### config.mk
export PLATFORM = sky130hd
export DESIGN_NAME = linear_probe_hash_table_top_flat
export DESIGN_NICKNAME = d
export VERILOG_FILES = /design/src/rtl/lpht_pkg.sv /design/src/rtl/lpht_req_if.sv /design/src/rtl/lpht_rsp_if.sv /design/src/rtl/lpht_ram.sv /design/src/rtl/lpht_queue.sv /design/src/rtl/lpht_front.sv /design/src/rtl/lpht_back.sv /design/src/rtl/linear_probe_hash_table_top.sv /design/src/flat_wrapper.sv
export VERILOG_INCLUDE_DIRS = /design/src /design/src/rtl
export SDC_FILE = /design/constraint.sdc
export NUM_CORES = 2
export LEC_CHECK = 0
export BUFFER_PORTS_ARGS = -buffer_cell sky130_fd_sc_hd__buf_2
export CORE_ASPECT_RATIO = 0.6
export CORE_UTILIZATION = 60
export CTS_CLUSTER_SIZE = 25
export DETAILED_ROUTE_END_ITERATION = 8
export PLACE_DENSITY = 0.77
export SETUP_SLACK_MARGIN = 0.15
export SYNTH_ARGS = -nofsm -noshare
export SYNTH_HDL_FRONTEND = slang
export SYNTH_SLANG_ARGS = --single-unit
### constraint.sdc
create_clock -name clk_i -period 5.9 [get_ports clk_i]
set_input_delay 0.59 -clock clk_i [delete_from_list [all_inputs] [get_ports clk_i]]
set_output_delay 0.59 -clock clk_i [all_outputs]
set_load 0.005 [all_outputs]
### src/rtl/linear_probe_hash_table_top_defines.svh
// Assertion helpers for the hash table RTL.
// Both expect clk_i and rst_ni in the scope of use.
`ifndef LINEAR_PROBE_HASH_TABLE_TOP_DEFINES_SVH
`define LINEAR_PROBE_HASH_TABLE_TOP_DEFINES_SVH

// Same-cycle implication.
`define LPHT_ASSERT(lbl, ante, cons, msg) \
  lbl: assert property (@(posedge clk_i) disable iff (!rst_ni) (ante) |-> (cons)) \
    else $error(msg);

// Next-cycle implication.
`define LPHT_ASSERT_NEXT(lbl, ante, cons, msg) \
  lbl: assert property (@(posedge clk_i) disable iff (!rst_ni) (ante) |=> (cons)) \
    else $error(msg);

`endif

### src/rtl/lpht_pkg.sv
`timescale 1ns / 1ps
package lpht_pkg;

  localparam int KeyW = 31;
  localparam int ValW = 32;
  localparam int OccW = 5;
  localparam int CmdW = 2;
  localparam int StatW = 2;

  // Depth of the queue between front and back.
  localparam int QDepth = 2;

  localparam logic [CmdW-1:0] CmdInsert = 2'd0;
  localparam logic [CmdW-1:0] CmdSearch = 2'd1;
  localparam logic [CmdW-1:0] CmdDelete = 2'd2;

  localparam logic [StatW-1:0] StatEmpty = 2'd0;
  localparam logic [StatW-1:0] StatLive  = 2'd1;
  localparam logic [StatW-1:0] StatDel   = 2'd2;

  typedef struct packed {
    logic [CmdW-1:0]        cmd;
    logic [KeyW-1:0]        key;
    logic signed [ValW-1:0] value;
  } req_t;

endpackage

### src/rtl/lpht_req_if.sv
`timescale 1ns / 1ps
interface lpht_req_if;
  import lpht_pkg::*;

  logic                   valid;
  logic                   ready;
  logic [CmdW-1:0]        cmd;
  logic [KeyW-1:0]        key;
  logic signed [ValW-1:0] value;

  modport source (output valid, cmd, key, value, input ready);
  modport sink (input valid, cmd, key, value, output ready);
endinterface

### src/rtl/lpht_rsp_if.sv
`timescale 1ns / 1ps
interface lpht_rsp_if;
  import lpht_pkg::*;

  logic                   valid;
  logic                   ready;
  logic                   found;
  logic signed [ValW-1:0] data_out;
  logic                   full_res;
  logic [OccW-1:0]        occupancy;

  modport source (output valid, found, data_out, full_res, occupancy, input ready);
  modport sink (input valid, found, data_out, full_res, occupancy, output ready);
endinterface

### src/rtl/lpht_ram.sv
`timescale 1ns / 1ps
module lpht_ram #(
  parameter int Width = 8,
  parameter int Depth = 16
) (
  input  logic                     clk_i,
  input  logic                     we_i,
  input  logic [$clog2(Depth)-1:0] waddr_i,
  input  logic [Width-1:0]         wdata_i,
  input  logic [$clog2(Depth)-1:0] raddr_i,
  output logic [Width-1:0]         rdata_o
);

  logic [Width-1:0] mem_q [Depth];
  logic [Width-1:0] rdata_q;

  always_ff @(posedge clk_i) begin
    if (we_i) begin
      mem_q[waddr_i] <= wdata_i;
    end
    rdata_q <= mem_q[raddr_i];
  end

  assign rdata_o = rdata_q;

endmodule

### src/rtl/lpht_queue.sv
`timescale 1ns / 1ps
module lpht_queue #(
  parameter int Width = 8
) (
  input  logic             clk_i,
  input  logic             rst_ni,
  input  logic             push_valid_i,
  output logic             push_ready_o,
  input  logic [Width-1:0] push_data_i,
  output logic             pop_valid_o,
  input  logic             pop_ready_i,
  output logic [Width-1:0] pop_data_o
);
  import lpht_pkg::*;

  localparam int PtrW = $clog2(QDepth);
  localparam int CntW = $clog2(QDepth + 1);

  logic [Width-1:0] mem_q [QDepth];
  logic [PtrW-1:0]  wr_q, wr_d, rd_q, rd_d;
  logic [CntW-1:0]  cnt_q, cnt_d;
  logic             push, pop;

  assign push_ready_o = cnt_q != CntW'(QDepth);
  assign pop_valid_o  = cnt_q != '0;
  assign pop_data_o   = mem_q[rd_q];
  assign push = push_valid_i && push_ready_o;
  assign pop  = pop_valid_o && pop_ready_i;

  always_comb begin
    wr_d  = push ? wr_q + 1'b1 : wr_q;
    rd_d  = pop ? rd_q + 1'b1 : rd_q;
    cnt_d = cnt_q;
    if (push && !pop) begin
      cnt_d = cnt_q + 1'b1;
    end else if (pop && !push) begin
      cnt_d = cnt_q - 1'b1;
    end
  end

  always_ff @(posedge clk_i or negedge rst_ni) begin
    if (!rst_ni) begin
      wr_q  <= '0;
      rd_q  <= '0;
      cnt_q <= '0;
    end else begin
      wr_q  <= wr_d;
      rd_q  <= rd_d;
      cnt_q <= cnt_d;
    end
  end

  always_ff @(posedge clk_i) begin
    if (push) begin
      mem_q[wr_q] <= push_data_i;
    end
  end

endmodule

### src/rtl/lpht_front.sv
`timescale 1ns / 1ps
module lpht_front #(
  parameter int SLOTS = 16
) (
  input  logic                     clk_i,
  input  logic                     rst_ni,
  lpht_req_if.sink                 req_i,
  input  logic                     clear_busy_i,
  output logic                     push_valid_o,
  input  logic                     push_ready_i,
  output lpht_pkg::req_t           push_req_o,
  output logic [$clog2(SLOTS)-1:0] push_home_o
);
  import lpht_pkg::*;

  localparam int AddrW  = $clog2(SLOTS);
  localparam int RecipW = KeyW + 1;
  localparam int ProdW  = KeyW + RecipW;
  // Reciprocal of SLOTS scaled by 2^(KeyW + AddrW), rounded up; the product
  // shifted down by KeyW + AddrW is the exact quotient for every key.
  localparam logic [RecipW-1:0] Recip =
    RecipW'(((64'd1 << (KeyW + AddrW)) + 64'(SLOTS) - 64'd1) / 64'(SLOTS));
  localparam logic [AddrW-1:0] SlotsLo = AddrW'(SLOTS);

  req_t             req_q;
  logic [ProdW-1:0] prod;
  logic [AddrW-1:0] quot_q;
  logic             run_q, hold_q;
  logic             accept;

  assign req_i.ready  = !run_q && !hold_q && !clear_busy_i;
  assign accept       = req_i.valid && req_i.ready;
  assign push_valid_o = hold_q;
  assign push_req_o   = req_q;

  assign prod = {{RecipW{1'b0}}, req_q.key} * {{KeyW{1'b0}}, Recip};

  // The remainder is below 2^AddrW, so key - quotient * SLOTS needs only its low bits.
  assign push_home_o = req_q.key[AddrW-1:0] - quot_q * SlotsLo;

  always_ff @(posedge clk_i or negedge rst_ni) begin
    if (!rst_ni) begin
      run_q  <= 1'b0;
      hold_q <= 1'b0;
    end else begin
      if (accept) begin
        run_q <= 1'b1;
      end else if (run_q) begin
        run_q  <= 1'b0;
        hold_q <= 1'b1;
      end else if (hold_q && push_ready_i) begin
        hold_q <= 1'b0;
      end
    end
  end

  always_ff @(posedge clk_i) begin
    if (accept) begin
      req_q.cmd   <= req_i.cmd;
      req_q.key   <= req_i.key;
      req_q.value <= req_i.value;
    end
    if (run_q) begin
      quot_q <= prod[KeyW + AddrW +: AddrW];
    end
  end

endmodule

### src/rtl/lpht_back.sv
`timescale 1ns / 1ps
`include "linear_probe_hash_table_top_defines.svh"
module lpht_back #(
  parameter int SLOTS = 16
) (
  input  logic                     clk_i,
  input  logic                     rst_ni,
  input  logic                     pop_valid_i,
  output logic                     pop_ready_o,
  input  lpht_pkg::req_t           pop_req_i,
  input  logic [$clog2(SLOTS)-1:0] pop_home_i,
  output logic                     clear_busy_o,
  lpht_rsp_if.source               rsp_o
);
  import lpht_pkg::*;

  localparam int AddrW = $clog2(SLOTS);
  localparam int CntW  = $clog2(SLOTS + 1);
  localparam int KvW   = KeyW + ValW;
  localparam logic [AddrW-1:0] LastIdx = AddrW'(SLOTS - 1);

  localparam logic [1:0] SClear = 2'd0;
  localparam logic [1:0] SIdle  = 2'd1;
  localparam logic [1:0] SProbe = 2'd2;

  logic [1:0]             state_q, state_d;
  logic [AddrW-1:0]       idx_q, idx_d, n_q, n_d, clr_q, clr_d, nxt_idx;
  logic [CmdW-1:0]        cmd_q;
  logic [KeyW-1:0]        key_q;
  logic signed [ValW-1:0] value_q;
  logic [CntW-1:0]        cnt_q, cnt_d;
  logic [CntW+OccW-1:0]   cnt_ext;

  logic                   out_valid_q, out_valid_d;
  logic                   found_q, found_d, full_q, full_d;
  logic signed [ValW-1:0] data_q, data_d;
  logic [OccW-1:0]        occ_q, occ_d;
  logic                   out_load, pop;

  logic [AddrW-1:0]       raddr, waddr;
  logic                   stat_we, kv_we;
  logic [StatW-1:0]       stat_wdata, stat_rdata;
  logic [KvW-1:0]         kv_rdata;
  logic [KeyW-1:0]        rd_key;
  logic signed [ValW-1:0] rd_val;
  logic                   live, kmatch, last;

  lpht_ram #(.Width(StatW), .Depth(SLOTS)) u_stat_ram (
    .clk_i   (clk_i),
    .we_i    (stat_we),
    .waddr_i (waddr),
    .wdata_i (stat_wdata),
    .raddr_i (raddr),
    .rdata_o (stat_rdata)
  );

  lpht_ram #(.Width(KvW), .Depth(SLOTS)) u_kv_ram (
    .clk_i   (clk_i),
    .we_i    (kv_we),
    .waddr_i (waddr),
    .wdata_i ({key_q, value_q}),
    .raddr_i (raddr),
    .rdata_o (kv_rdata)
  );

  assign rd_key  = kv_rdata[ValW +: KeyW];
  assign rd_val  = kv_rdata[ValW-1:0];
  assign live    = stat_rdata == StatLive;
  assign kmatch  = live && (rd_key == key_q);
  assign last    = n_q == LastIdx;
  assign nxt_idx = (idx_q == LastIdx) ? '0 : idx_q + 1'b1;

  assign clear_busy_o = state_q == SClear;
  assign pop_ready_o  = (state_q == SIdle) && (!out_valid_q || rsp_o.ready);
  assign pop          = pop_valid_i && pop_ready_o;
  assign cnt_ext      = {{OccW{1'b0}}, cnt_d};

  always_comb begin
    state_d    = state_q;
    idx_d      = idx_q;
    n_d        = n_q;
    clr_d      = clr_q;
    cnt_d      = cnt_q;
    raddr      = nxt_idx;
    waddr      = idx_q;
    stat_we    = 1'b0;
    kv_we      = 1'b0;
    stat_wdata = StatLive;
    out_load   = 1'b0;
    found_d    = 1'b0;
    data_d     = '0;
    full_d     = 1'b0;

    unique case (state_q)
      SClear: begin
        stat_we    = 1'b1;
        waddr      = clr_q;
        stat_wdata = StatEmpty;
        clr_d      = clr_q + 1'b1;
        if (clr_q == LastIdx) begin
          state_d = SIdle;
        end
      end
      SIdle: begin
        raddr = pop_home_i;
        idx_d = pop_home_i;
        n_d   = '0;
        if (pop) begin
          case (pop_req_i.cmd) inside
            CmdInsert, CmdSearch, CmdDelete: state_d = SProbe;
            default:                         out_load = 1'b1;
          endcase
        end
      end
      SProbe: begin
        if (cmd_q == CmdInsert) begin
          if (!live || kmatch) begin
            kv_we    = 1'b1;
            stat_we  = 1'b1;
            found_d  = live;
            cnt_d    = live ? cnt_q : cnt_q + 1'b1;
            out_load = 1'b1;
          end else if (last) begin
            full_d   = 1'b1;
            out_load = 1'b1;
          end
        end else begin
          if (stat_rdata == StatEmpty) begin
            out_load = 1'b1;
          end else if (kmatch) begin
            found_d  = 1'b1;
            data_d   = rd_val;
            out_load = 1'b1;
            if (cmd_q == CmdDelete) begin
              stat_we    = 1'b1;
              stat_wdata = StatDel;
              cnt_d      = cnt_q - 1'b1;
            end
          end else if (last) begin
            out_load = 1'b1;
          end
        end
        if (out_load) begin
          state_d = SIdle;
        end else begin
          idx_d = nxt_idx;
          n_d   = n_q + 1'b1;
        end
      end
      default: state_d = SIdle;
    endcase

    occ_d       = cnt_ext[OccW-1:0];
    out_valid_d = out_load ? 1'b1 : (out_valid_q && !rsp_o.ready);
  end

  always_ff @(posedge clk_i or negedge rst_ni) begin
    if (!rst_ni) begin
      state_q     <= SClear;
      clr_q       <= '0;
      cnt_q       <= '0;
      out_valid_q <= 1'b0;
    end else begin
      state_q     <= state_d;
      clr_q       <= clr_d;
      cnt_q       <= cnt_d;
      out_valid_q <= out_valid_d;
    end
  end

  always_ff @(posedge clk_i) begin
    idx_q <= idx_d;
    n_q   <= n_d;
    if (pop) begin
      cmd_q   <= pop_req_i.cmd;
      key_q   <= pop_req_i.key;
      value_q <= pop_req_i.value;
    end
    if (out_load) begin
      found_q <= found_d;
      data_q  <= data_d;
      full_q  <= full_d;
      occ_q   <= occ_d;
    end
  end

  assign rsp_o.valid     = out_valid_q;
  assign rsp_o.found     = found_q;
  assign rsp_o.data_out  = data_q;
  assign rsp_o.full_res  = full_q;
  assign rsp_o.occupancy = occ_q;

  `LPHT_ASSERT(a_cnt_bound, 1'b1, cnt_q <= CntW'(SLOTS), "live count exceeds slot count")
  `LPHT_ASSERT(a_load_free, out_load, !out_valid_q || rsp_o.ready, "result register overrun")
  `LPHT_ASSERT(a_no_pop_clear, state_q == SClear, !pop_ready_o, "queue popped during clear")
  `LPHT_ASSERT_NEXT(a_probe_step, (state_q == SProbe) && !out_load, (state_q == SProbe) && (n_q == AddrW'($past(n_q) + 1'b1)), "probe counter did not advance")

endmodule

### src/rtl/linear_probe_hash_table_top.sv
`timescale 1ns / 1ps
// Open-addressing hash table with linear probing, SLOTS entries of a 31-bit
// key and a 32-bit value. Each item is an insert, search or delete; each item
// produces exactly one result item with found, data_out, full_res and the
// occupancy after the command. After reset the block sweeps the slot status
// memory, marking every slot empty, and holds req_i.ready low meanwhile. The
// front multiplies the key by a reciprocal of SLOTS to find the home slot,
// then hands the command to a two-entry queue, and takes the next item only
// once the queue has taken the last one, so it can take a new item while the
// back still probes the previous one. The back pops a command, which also
// issues the home slot read, then probes one slot per cycle, from one to
// SLOTS slots, since every probe is one read of the table memory through
// its single registered read port. The back pops nothing while its result
// register still waits, so a stalled receiver fills the queue and then
// stalls the input. Unused command code three changes nothing and returns
// the current occupancy.
module linear_probe_hash_table_top #(
  parameter int SLOTS = 16
) (
  input  logic        clk_i,
  input  logic        rst_ni,
  lpht_req_if.sink    req_i,
  lpht_rsp_if.source  rsp_o
);
  import lpht_pkg::*;

  localparam int AddrW  = $clog2(SLOTS);
  localparam int EntryW = $bits(req_t) + AddrW;

  // Front to queue.
  logic             push_valid, push_ready;
  req_t             push_req;
  logic [AddrW-1:0] push_home;

  // Queue to back.
  logic              pop_valid, pop_ready;
  logic [EntryW-1:0] pop_data;
  req_t              pop_req;
  logic [AddrW-1:0]  pop_home;

  logic clear_busy;

  // Reduce the key to its home slot and hand the command on.
  lpht_front #(.SLOTS(SLOTS)) u_front (
    .clk_i        (clk_i),
    .rst_ni       (rst_ni),
    .req_i        (req_i),
    .clear_busy_i (clear_busy),
    .push_valid_o (push_valid),
    .push_ready_i (push_ready),
    .push_req_o   (push_req),
    .push_home_o  (push_home)
  );

  // Decouple the front from the probing back end.
  lpht_queue #(.Width(EntryW)) u_queue (
    .clk_i        (clk_i),
    .rst_ni       (rst_ni),
    .push_valid_i (push_valid),
    .push_ready_o (push_ready),
    .push_data_i  ({push_req, push_home}),
    .pop_valid_o  (pop_valid),
    .pop_ready_i  (pop_ready),
    .pop_data_o   (pop_data)
  );

  assign pop_req  = pop_data[EntryW-1:AddrW];
  assign pop_home = pop_data[AddrW-1:0];

  // Probe the table, update it and hold the result until taken.
  lpht_back #(.SLOTS(SLOTS)) u_back (
    .clk_i        (clk_i),
    .rst_ni       (rst_ni),
    .pop_valid_i  (pop_valid),
    .pop_ready_o  (pop_ready),
    .pop_req_i    (pop_req),
    .pop_home_i   (pop_home),
    .clear_busy_o (clear_busy),
    .rsp_o        (rsp_o)
  );

endmodule
### src/flat_wrapper.sv
// flat-port wrapper written by rule: the top's interface ports become plain ports
module linear_probe_hash_table_top_flat import lpht_pkg::*;
#(
  parameter int SLOTS = 16
)
  (clk_i, rst_ni, req_i_valid, req_i_cmd, req_i_key, req_i_value, req_i_ready, rsp_o_valid, rsp_o_found, rsp_o_data_out, rsp_o_full_res, rsp_o_occupancy, rsp_o_ready);
  lpht_req_if req_i_i ();
  lpht_rsp_if rsp_o_i ();
  input  logic clk_i;
  input  logic rst_ni;
  input wire logic [$bits(req_i_i.valid)-1:0] req_i_valid;
  input wire logic [$bits(req_i_i.cmd)-1:0] req_i_cmd;
  input wire logic [$bits(req_i_i.key)-1:0] req_i_key;
  input wire logic [$bits(req_i_i.value)-1:0] req_i_value;
  output wire logic [$bits(req_i_i.ready)-1:0] req_i_ready;
  output wire logic [$bits(rsp_o_i.valid)-1:0] rsp_o_valid;
  output wire logic [$bits(rsp_o_i.found)-1:0] rsp_o_found;
  output wire logic [$bits(rsp_o_i.data_out)-1:0] rsp_o_data_out;
  output wire logic [$bits(rsp_o_i.full_res)-1:0] rsp_o_full_res;
  output wire logic [$bits(rsp_o_i.occupancy)-1:0] rsp_o_occupancy;
  input wire logic [$bits(rsp_o_i.ready)-1:0] rsp_o_ready;
  assign req_i_i.valid = req_i_valid;
  assign req_i_i.cmd = req_i_cmd;
  assign req_i_i.key = req_i_key;
  assign req_i_i.value = req_i_value;
  assign req_i_ready = req_i_i.ready;
  assign rsp_o_valid = rsp_o_i.valid;
  assign rsp_o_found = rsp_o_i.found;
  assign rsp_o_data_out = rsp_o_i.data_out;
  assign rsp_o_full_res = rsp_o_i.full_res;
  assign rsp_o_occupancy = rsp_o_i.occupancy;
  assign rsp_o_i.ready = rsp_o_ready;
  linear_probe_hash_table_top #(.SLOTS(SLOTS)) u_core (.clk_i(clk_i), .rst_ni(rst_ni), .req_i(req_i_i), .rsp_o(rsp_o_i));
endmodule
==> flow_summary.json <==
{
  "status": "complete, no violations",
  "worst_pin_slew_ns": 1.25,
  "crit_type": "flip-flop to flip-flop",
  "yosys.area.top_type": "edfxtp_1",
  "area_growth_pct": 11.7,
  "slowest_stage": "nor4_1",
  "rows": 84,
  "finalSetupTns_ns": 0,
  "vias_per_cell": 6.28,
  "start_util": 0.606,
  "drcViolationCount": 0,
  "cts_root_buffer": "clkbuf_16",
  "drt_first_pass_iters": 6,
  "critPathMaxStageDelay_ns": 0.93,
  "rsz0062_at_grt": "no",
  "yosysUniqueCellTypes": 63,
  "ys_seq_area_frac": 0.796,
  "vias": 27600,
  "crit_buf_inv": 1,
  "syn_nets": 3043,
  "grt_pass1_vias": 27600,
  "vdd_drop_max_mv": 0.790,
  "port_buffers": 109,
  "yosys.area.top_type_share": 0.763,
  "max-cap-violations": 0,
  "synth_top_flop_cell": "edfxtp_1",
  "setup_viol": 0,
  "synth_most_common_cell": "edfxtp_1",
  "cts_tree": "built",
  "relSlewSlack": 0.168,
  "place_hpwl_um": 63100,
  "netlist_top_cells_count": "edfxtp_1 (1347), mux2i_1 (429), nor2_1 (249), o22ai_1 (244), nand2_1 (82)",
  "post_cts_buffers": 0,
  "syn_area_per_cell_um2": 17.9,
  "synth-seq-cells": 1430,
  "required_ns": 6.27,
  "die_y_um": 232,
  "core-area_um2": 87500,
  "p_total_uw": 33200,
  "async_reset_ff_frac": 0.0126,
  "gp_congestion": 0.837,
  "critical_path.endpoint_type": "flip-flop",
  "fillers": 5467,
  "drt_iter0_markers": 3443,
  "routed_wl_um": 119000,
  "timing.fmax_mhz": 201,
  "timing.final.crit_share": 0.843,
  "hold_viol_final": 0,
  "power.density_nw_per_um2": 561,
  "ant_nets": 0,
  "start_kind": "flip-flop",
  "drv_slew": 0,
  "p_leak_uw": 0.0206,
  "overflow": 0,
  "drive_gt1_frac": 0.138,
  "hp-class": "input port to flip-flop",
  "cp_max_fo": 47,
  "cts_buffers": 116,
  "whs_ns": 0.0363,
  "gr-usage-met1": 0.386,
  "wire_per_inst_um": 27.0,
  "clk_latency_ns": 0.74,
  "crit_family": "simple AND/OR/NAND/NOR gates",
  "layout_min_cycle_time_ns": 4.98,
  "skew_ns": 0.0416,
  "io_pins": 110,
  "ys_warn_count": 0,
  "clock-sinks": 1430,
  "track_usage": 0.267,
  "die-area_um2": 89600,
  "cp_cell_sequence": "xor2_1 -> nor4_1 -> nand4_1 -> o21ai_1 -> nand3_1 -> nor2_4 -> buf_12",
  "worstPathArrival_ns": 5.35,
  "grt_max_degree": 100,
  "synth_area_um2": 53000,
  "synth_edf_count": 1347,
  "antenna_found_initial": 4,
  "grt_util_met2": 0.410,
  "synth_cells": 2965,
  "fin_nets": 3204,
  "cts.clk_slew.worst_paths_ns": 0.07,
  "die_w_um": 386,
  "gr-usage-met3": 0.0655,
  "grt.busiest_layer": "met2",
  "synthTopCellsByArea": "edfxtp_1 (76%), mux2i_1 (8.1%), o22ai_1 (2.9%)",
  "grt_pass1_wl_um": 173000,
  "cts_buffer_depth": 3,
  "htree_num_levels": 3
}
-- stage by stage --
step | area [um^2] | setup slack [ns] | cells | util
after CTS | 59200 | 1.13 | 4390 | 0.677
final | 59300 | 0.923 | 4393 | 0.677
after floorplan | 53000 | 0.966 | 2965 | -
after global placement | 55100 | 1.19 | 4147 | 0.629
after detailed placement | 55100 | 1.22 | 4147 | 0.629
after global routing | 59300 | 0.884 | 4391 | 0.677
-- report_power, final --
| part | leakage (uW) | switching (uW) | total, uW | internal, uW |
|---|---|---|---|---|
| clock network | 0.00193 | 3500 | 7910 | 4410 |
| registers | 0.0130 | 1360 | 14800 | 13400 |
| logic | 0.00565 | 6720 | 10500 | 3780 |
-- metal layers --
metal | part of all wire | vias up
met2 | 0.46 | 1533
met5 | 0 | -
met1 | 0.41 | 13900
met4 | 0.024 | 0
met3 | 0.11 | 225
li1 | - | 11900
-- registers in the layout, indices dropped and copies added, names as in the netlist, 4 cells and up --
register / cells
u_core.u_back.u_kv_ram.mem_q: 1008
u_core.u_back.idx_q: 4
u_core.u_back.u_stat_ram.mem_q: 32
u_core.u_back.rsp_o.data_out: 32
u_core.u_front.push_req_o: 65
u_core.u_back.clr_q: 4
u_core.u_back.n_q: 4
u_core.u_back.rsp_o.occupancy: 5
u_core.u_back.key_q: 31
u_core.u_back.u_kv_ram.rdata_o: 63
u_core.u_back.value_q: 32
u_core.u_back.cnt_q: 5
u_core.u_queue.mem_q: 130
-- final cells by class --
class / count / area, um^2 / share of cell area
Tap cell: 1161 / 1450 / 0.0245
Timing Repair Buffer: 186 / 1380 / 0.0233
Clock inverter: 50 / 578 / 0.00976
Antenna cell: 2 / 5.00 / 0.0000845
Inverter: 15 / 57.6 / 0.000971
Sequential cell: 1430 / 42200 / 0.712
Multi-Input combinational cell: 1377 / 10200 / 0.172
Clock buffer: 172 / 3370 / 0.0568
-- worst reg2reg max path, cell delays in order, from the launching register on --
cell	delay, ns
edfxtp_1	0.61
xor2_1	0.26
nor4_1	0.93
nand4_1	0.56
o21ai_1	0.54
nand3_1	0.45
nor2_4	0.80
buf_12	0.43
-- worst paths after layout --
path | from | to | slack [ns] | cells after the start
max in group asynchronous | rst_ni | u_core.u_queue.rd_q | 5.23 | 2
max reg2reg | u_core.u_back.key_q[25] | u_core.u_back.u_kv_ram.mem_q[9][3] | 0.92 | 7
min | req_i_value[24] | u_core.u_front.push_req_o[24] | 0.04 | 1
min reg2reg | u_core.u_front.push_req_o[18] | u_core.u_queue.mem_q[0][22] | 0.43 | 0
min in group asynchronous | rst_ni | u_core.u_back.rsp_o.valid | 0.34 | 2
max | u_core.u_back.key_q[25] | u_core.u_back.u_kv_ram.mem_q[9][3] | 0.92 | 7
-- cells in the final DEF (no fill, tap or decap), types with 3 or more instances in the layout --
cell type,count
ha_1,9
clkbuf_16,119
nand2_1,82
buf_2,109
mux2i_1,428
or4_1,52
nand3_1,35
bufinv_16,10
clkinvlp_4,3
clkinv_8,3
dlygate4sd3_1,22
o22ai_1,244
dfrtp_1,17
nor3_1,7
and2_1,34
nor4_1,20
a32oi_1,3
nand2b_1,7
nor3b_1,8
clkinv_2,18
clkbuf_8,19
nor2_4,17
inv_1,12
clkbuf_1,34
dfxtp_1,65
xor2_1,37
clkinv_1,13
edfxtp_1,1347
nor2_1,232
o21ai_0,9
nand4_1,5
mux2_2,65
buf_12,16
buf_4,39
xnor2_1,10
a21oi_1,20
-- kinds of logic after synthesis --
kind of cell / count (synthesis) / synth area share
fa+ha+maj: 9 / 0.00212
buf+inv: 158 / 0.0154
compound gates: 303 / 0.0362
mux: 497 / 0.0957
xor+xnor: 47 / 0.00776
flops: 1430 / 0.796
simple gates: 521 / 0.0471
-- timing repair --
action,CTS,global route
hold buffers,21,1
gates resized for setup,0,0
hold endpoints to repair,38,1
Note: power is estimated with default switching activity, not from simulation.
